<file path="config.mk">
export PLATFORM = sky130hd
export DESIGN_NAME = int_to_decimal_ascii_core
export DESIGN_NICKNAME = d
export VERILOG_FILES = /design/src/hdl/itda_pkg.sv /design/src/hdl/itda_bcd_unit.sv /design/src/hdl/int_to_decimal_ascii_core.sv
export VERILOG_INCLUDE_DIRS = /design/src /design/src/hdl
export SDC_FILE = /design/constraint.sdc
export NUM_CORES = 1
export LEC_CHECK = 0
export BUFFER_PORTS_ARGS = -buffer_cell sky130_fd_sc_hd__buf_4
export CAP_MARGIN = 5
export CELL_PAD_IN_SITES_DETAIL_PLACEMENT = 1
export CELL_PAD_IN_SITES_GLOBAL_PLACEMENT = 2
export CORE_MARGIN = 2
export CORE_UTILIZATION = 35
export CTS_BUF_LIST = sky130_fd_sc_hd__clkbuf_4 sky130_fd_sc_hd__clkbuf_8 sky130_fd_sc_hd__clkbuf_16
export CTS_CLUSTER_DIAMETER = 50
export DETAILED_ROUTE_END_ITERATION = 10
export GPL_TIMING_DRIVEN = 0
export PLACE_DENSITY = 0.87
export SLEW_MARGIN = 20
export SYNTH_ARGS = -nofsm -noshare
export SYNTH_HDL_FRONTEND = slang
export SYNTH_SLANG_ARGS = --single-unit
export TNS_END_PERCENT = 100
</file>
<file path="constraint.sdc">
create_clock -name clk -period 5.4 [get_ports clk]
set_input_delay 0.81 -clock clk [delete_from_list [all_inputs] [get_ports clk]]
set_output_delay 0.81 -clock clk [all_outputs]
set_load 0.005 [all_outputs]
</file>
<file path="src/hdl/assert_macros.svh">
// ----------------------------------------------------------------------------
// Assertion macros
// Implication checks on clk with reset held off, for files that assert.
// ----------------------------------------------------------------------------
`ifndef ASSERT_MACROS_SVH
`define ASSERT_MACROS_SVH

// Same-cycle implication
`define ASSERT_IMPL(label, ante, cons) \
  label: assert property (@(posedge clk) disable iff (!rst_n) (ante) |-> (cons)) \
    else $error("assertion failed");

// Next-cycle implication
`define ASSERT_NEXT(label, ante, cons) \
  label: assert property (@(posedge clk) disable iff (!rst_n) (ante) |=> (cons)) \
    else $error("assertion failed");

`endif

</file>
<file path="src/hdl/itda_pkg.sv">
// ----------------------------------------------------------------------------
// itda_pkg
// Types, widths and codes for the integer to decimal ASCII converter.
// ----------------------------------------------------------------------------
package itda_pkg;

  localparam int VALUE_W    = 64;
  localparam int HALF_W     = 32;
  localparam int CMD_W      = 2;
  localparam int CHAR_W     = 6;
  localparam int LEN_W      = 5;
  localparam int DIG_W      = 4;
  localparam int NUM_DIGITS = 20;
  localparam int IDX_W      = $clog2(NUM_DIGITS);
  localparam int ITER_W     = $clog2(VALUE_W + 1);
  localparam int MAX_CHARS  = 20;

  localparam logic [CMD_W-1:0]  CMD_S32 = 2'd0;
  localparam logic [CMD_W-1:0]  CMD_U32 = 2'd1;

  localparam logic [CHAR_W-1:0] CHAR_ZERO  = 6'd48;
  localparam logic [CHAR_W-1:0] CHAR_NINE  = 6'd57;
  localparam logic [CHAR_W-1:0] CHAR_MINUS = 6'd45;

  typedef logic [NUM_DIGITS-1:0][DIG_W-1:0] bcd_t;

  typedef enum logic [1:0] {
    ST_IDLE,
    ST_CONV,
    ST_SIZE,
    ST_EMIT
  } state_t;

endpackage

</file>
<file path="src/hdl/itda_bcd_unit.sv">
// ----------------------------------------------------------------------------
// itda_bcd_unit
// One shift-add-3 step: adjust every BCD digit, then shift in one binary bit.
// ----------------------------------------------------------------------------
module itda_bcd_unit
  import itda_pkg::*;
(
  input  bcd_t bcd_i,
  input  logic bit_i,
  output bcd_t bcd_o
);

  bcd_t adj;

  always_comb begin
    for (int i = 0; i < NUM_DIGITS; i++) begin
      adj[i] = (bcd_i[i] >= DIG_W'(5)) ? bcd_i[i] + DIG_W'(3) : bcd_i[i];
    end
  end

  // shift the whole BCD word left, binary bit enters digit zero
  assign bcd_o = bcd_t'({adj, bit_i});

endmodule

</file>
<file path="src/hdl/int_to_decimal_ascii_core.sv">
// ----------------------------------------------------------------------------
// int_to_decimal_ascii_core
// Binary integer to decimal ASCII text, one character per output transaction.
//
//   channel | dir | tdata                              | tuser         | tlast
//   in_     | in  | [63:0] value                       | [1:0] command | -
//   out_    | out | [5:0] character, [10:6] text_length | -             | last
//
// One transaction in, then one shift-add-3 step per bit of the magnitude (the
// low half for 32-bit commands, all 64 bits otherwise) through the shared BCD
// adjust unit, a sizing state, then the characters while out_tready is high.
// in_tready is high only between numbers. A stall on out_ holds the current
// character. Synchronous active-low reset returns the sequencer to idle.
// ----------------------------------------------------------------------------
`include "assert_macros.svh"

module int_to_decimal_ascii_core
  import itda_pkg::*;
(
  input  logic         clk,
  input  logic         rst_n,
  input  logic         in_tvalid,
  output logic         in_tready,
  input  logic [63:0]  in_tdata,   // [63:0] value
  input  logic [1:0]   in_tuser,   // [1:0] command
  output logic         out_tvalid,
  input  logic         out_tready,
  output logic [15:0]  out_tdata,  // [5:0] character, [10:6] text_length, zero pad
  output logic         out_tlast
);

  localparam logic [LEN_W-1:0] MAX_LEN = LEN_W'(MAX_CHARS);

  state_t state_r, state_nxt;

  logic [VALUE_W-1:0] mag_r;
  logic [ITER_W-1:0]  iter_r;
  logic               neg_r;
  bcd_t               bcd_r;
  bcd_t               bcd_step;
  logic [LEN_W-1:0]   tot_r;
  logic [LEN_W-1:0]   cnt_r;
  logic [LEN_W-1:0]   pos_r;

  logic               do_load;
  logic               do_conv;
  logic               do_size;
  logic               do_adv;
  logic               last_c;

  logic [HALF_W-1:0]  low_c;
  logic [LEN_W-1:0]   nd_c;
  logic [LEN_W-1:0]   tot_c;
  logic [LEN_W-1:0]   cnt_c;
  logic [IDX_W-1:0]   dig_idx;
  logic [CHAR_W-1:0]  char_c;

  itda_bcd_unit u_bcd (
    .bcd_i (bcd_r),
    .bit_i (mag_r[VALUE_W-1]),
    .bcd_o (bcd_step)
  );

  // ---------------- sequencer ----------------
  always_comb begin
    state_nxt = state_r;
    unique case (state_r)
      ST_IDLE: if (in_tvalid) state_nxt = ST_CONV;
      ST_CONV: if (iter_r == ITER_W'(1)) state_nxt = ST_SIZE;
      ST_SIZE: state_nxt = ST_EMIT;
      ST_EMIT: if (out_tready && last_c) state_nxt = ST_IDLE;
      default: state_nxt = ST_IDLE;
    endcase
  end

  always_comb begin
    in_tready  = 1'b0;
    out_tvalid = 1'b0;
    do_conv    = 1'b0;
    do_size    = 1'b0;
    unique case (state_r)
      ST_IDLE: in_tready  = 1'b1;
      ST_CONV: do_conv    = 1'b1;
      ST_SIZE: do_size    = 1'b1;
      ST_EMIT: out_tvalid = 1'b1;
      default: in_tready  = 1'b0;
    endcase
  end

  assign do_load = in_tvalid && in_tready;
  assign do_adv  = out_tvalid && out_tready;

  always_ff @(posedge clk) begin
    if (!rst_n) begin
      state_r <= ST_IDLE;
    end else begin
      state_r <= state_nxt;
    end
  end

  // ---------------- datapath ----------------
  assign low_c = in_tdata[HALF_W-1:0];

  // digit count: highest non-zero digit, zero still takes one digit
  always_comb begin
    nd_c = LEN_W'(1);
    for (int i = 0; i < NUM_DIGITS; i++) begin
      if (bcd_r[i] != '0) nd_c = LEN_W'(i + 1);
    end
  end

  assign tot_c = nd_c + LEN_W'(neg_r);
  assign cnt_c = (tot_c > MAX_LEN) ? MAX_LEN : tot_c;

  always_ff @(posedge clk) begin
    if (do_load) begin
      bcd_r <= '0;
      if (in_tuser == CMD_S32 && low_c[HALF_W-1]) begin
        neg_r  <= 1'b1;
        mag_r  <= {HALF_W'(0) - low_c, {HALF_W{1'b0}}};
        iter_r <= ITER_W'(HALF_W);
      end else if (in_tuser == CMD_S32 || in_tuser == CMD_U32) begin
        neg_r  <= 1'b0;
        mag_r  <= {low_c, {HALF_W{1'b0}}};
        iter_r <= ITER_W'(HALF_W);
      end else begin
        neg_r  <= 1'b0;
        mag_r  <= in_tdata;
        iter_r <= ITER_W'(VALUE_W);
      end
    end else if (do_conv) begin
      bcd_r  <= bcd_step;
      mag_r  <= {mag_r[VALUE_W-2:0], 1'b0};
      iter_r <= iter_r - ITER_W'(1);
    end
    if (do_size) begin
      tot_r <= tot_c;
      cnt_r <= cnt_c;
      // drop leading characters beyond the limit
      pos_r <= tot_c - cnt_c;
    end else if (do_adv) begin
      pos_r <= pos_r + LEN_W'(1);
    end
  end

  // ---------------- character select ----------------
  assign last_c  = (pos_r == tot_r - LEN_W'(1));
  assign dig_idx = IDX_W'(tot_r - LEN_W'(1) - pos_r);
  assign char_c  = (neg_r && pos_r == '0) ? CHAR_MINUS
                                          : CHAR_ZERO + CHAR_W'(bcd_r[dig_idx]);

  assign out_tdata = {5'd0, cnt_r, char_c};
  assign out_tlast = last_c;

  // ---------------- assertions ----------------
  `ASSERT_IMPL(a_no_overlap, out_tvalid, !in_tready)
  `ASSERT_IMPL(a_char_range, out_tvalid,
               out_tdata[5:0] == CHAR_MINUS ||
               (out_tdata[5:0] >= CHAR_ZERO && out_tdata[5:0] <= CHAR_NINE))
  `ASSERT_NEXT(a_idle_after_last, out_tvalid && out_tready && out_tlast, in_tready)
  `ASSERT_NEXT(a_conv_after_load, in_tvalid && in_tready, !out_tvalid && !in_tready)

endmodule

</file>
==> out/results.ini <==
[status]
outcome=completed

[power_and_ir_drop]
p_total_mw=5.36
vdd_drop_max_mv=0.248
p_leak_nw=4.79
powerDensity_nw_per_um2=433

[setup_path]
worstPathMaxFanout=10
crit_path_end_kind=primary output
worst_ep_required_time_ns=4.59
path_class=register to primary output
worst_ep_arrival_time_ns=4.36
startpoint_type=register

[clock_network]
clock-sinks=169
postCtsHoldBufs=0
cts_setup_buffers=0
htree_levels=4
cts_root_buffer=clkbuf_16
cts_tree=built
insertion_delay_ns=0.45
cts-resized-gates=0
path_clk_slew_ns=0.07
clk_path_buf_depth=2
cts-buffers-inserted=17

[synthesis]
avgSynthCellArea_um2=8.87
synth-xor-area-share_pct=6.86
synth-edff-count=87
synth-seq-cells=169
synth-main-ff-cell=edfxtp_1
synth_mux_area_share_pct=8.37
async_reset_ff_share_pct=0
synth-simple-area-share_pct=19.4
syn_inst=1195
synth_compound_area_share_pct=13.2
synthesis.area_um2=10600
yosysWarnings=0
synth_cell_type_count=60
synth_top_family_by_area=simple AND/OR/NAND/NOR gates
ys_seq_area_share_pct=40.1
synth_fa_ha_area_share_pct=7.03

[finish]
final_cell_mix=nand2_1, nor2_1, a21oi_1
final_util_pct=41.7
nNetsFinal=1430
synthToLayoutAreaGrowth_pct=16.8
drive_above_1_share_pct=12.6
fin_area_um2=12400
n_fill_cell=3500
fin_cells=1704
final_common_cell=nand2_1
diodes=0

[drt]
routedWlPerCell_um=18.6
wirelength_um=31700
viasPerCell=5.33
drt_drc_violations_left=0
drt_pass1_iterations=5
first_iter_violations=473
drtAntennaViolNets=0
vias=9075

[place]
place_area_um2=11700
port_buffers=81
dp_cells=1672
gp_congestion=0.865
hpwl_um=23300
pre_cts_ws_ns=0.633

[timing]
setup_violations=0
tns_ns=0
period_share_pct=95.8
drv_slew=0
period_needed_ns=5.17
fin_ws_ns=0.228
fmaxAchievable_mhz=193
slew_headroom_pct=28.0
worstMarginPinSlew_ns=1.07
rsz0062_at_grt=no
skew_ns=0.0107
finalHoldViolCount=0
whs_ns=0.503

[floorplanning]
dieArea_um2=31700
core_um2=29700
die_y_um=178
rows=63
initial_core_util_pct=35.7
num_io_pins=89
die_x_um=178

[global_routing]
grt_max_degree=42
grt_pass1_vias=9495
grt_pass1_wl_um=51000
grt.overflow.total=0
antenna_found_initial=0
track_usage_pct=20.7

[hold_path]
hp-class=register to register

[flow_run]
cap_viol_max_count=0

==> area by class of cell <==
cell class | count | area, um^2 | area share, %
Multi-Input combinational cell | 908 | 5850 | 47.2
Sequential cell | 169 | 4250 | 34.3
Timing Repair Buffer | 82 | 628 | 5.07
Tap cell | 390 | 488 | 3.94
Clock buffer | 17 | 425 | 3.43
Buffer | 63 | 299 | 2.41
Inverter | 60 | 225 | 1.82
Clock inverter | 15 | 219 | 1.77
==> flip-flops by register name, summed over array words and instances (netlist names) <==
register and flops:
neg_r 1, mag_r 64, cnt_r 5, iter_r 7, tot_r 5, pos_r 5
state_r 2, bcd_r 80
==> path summary, 6_finish.rpt <==
path         cells after the start           end       from  slack [ns]
max                             10  out_tdata[0]   tot_r[0]        0.23
max reg2reg                     19      pos_r[2]  bcd_r[12]        0.80
min                              2      bcd_r[0]  mag_r[63]        0.50
min reg2reg                      2      bcd_r[0]  mag_r[63]        0.50
==> cell usage after synthesis, drive strengths merged (2+ instances only) <==
library cell	number	area (um^2)
a21boi	3	22.5
a21o	3	22.5
a21oi	115	576
a31oi	7	43.8
and2	4	25.0
and2b	2	17.5
and3	8	50.1
buf	18	110
clkbuf	45	189
conb	2	7.51
dfxtp	82	1640
edfxtp	87	2610
ha	58	726
inv	60	225
mux2	2	26.3
mux2i	32	320
mux4	24	541
nand2	154	578
nand2b	26	163
nand3	58	290
nand3b	5	41.3
nand4	4	25.0
nor2	117	439
nor2b	3	18.8
nor3	26	130
nor3b	17	128
nor4	5	37.5
o211ai	6	45.0
o21ai	103	519
o22ai	3	18.8
o31ai	6	45.0
o41ai	6	52.6
or2	2	12.5
or3	5	32.5
or3b	3	26.3
or4	3	30.0
xnor2	46	403
xor2	37	324
==> logic make-up (layout without fill, tap and decap cells) <==
group,after synthesis,count (layout)
fa+ha+maj,59,59
flops,169,169
mux,58,58
simple gates,443,443
xor+xnor,83,83
buf+inv,123,237
compound gates,258,258
other cells,2,7
==> where the power goes <==
| group | switching [mW] | leakage [nW] | internal (mW) | total (mW) |
|---|---|---|---|---|
| clock | 0.595 | 0.311 | 0.786 | 1.38 |
| sequential | 0.145 | 1.52 | 1.88 | 2.02 |
| combinational | 1.31 | 2.96 | 0.645 | 1.95 |
| total | 2.05 | 4.79 | 3.31 | 5.36 |
==> routing by layer <==
layer  GRT usage [%]  wire length, um  part of all wire [%]
met5               0                0                     0
met4            6.01              526                   1.7
met3            3.64             1140                   3.6
met2            35.9            15700                    50
met1            26.2            14300                    45
==> critical path, cell delays in order (launching register included) <==
cell	delay, ns
edfxtp_1	0.38
inv_1	0.06
ha_1	0.33
fa_1	0.61
clkbuf_1	0.58
buf_1	0.65
mux4_2	0.46
mux4_2	0.49
nand2_1	0.09
o211ai_1	0.10
buf_4	0.17
Power figures use the tool's default switching activity.
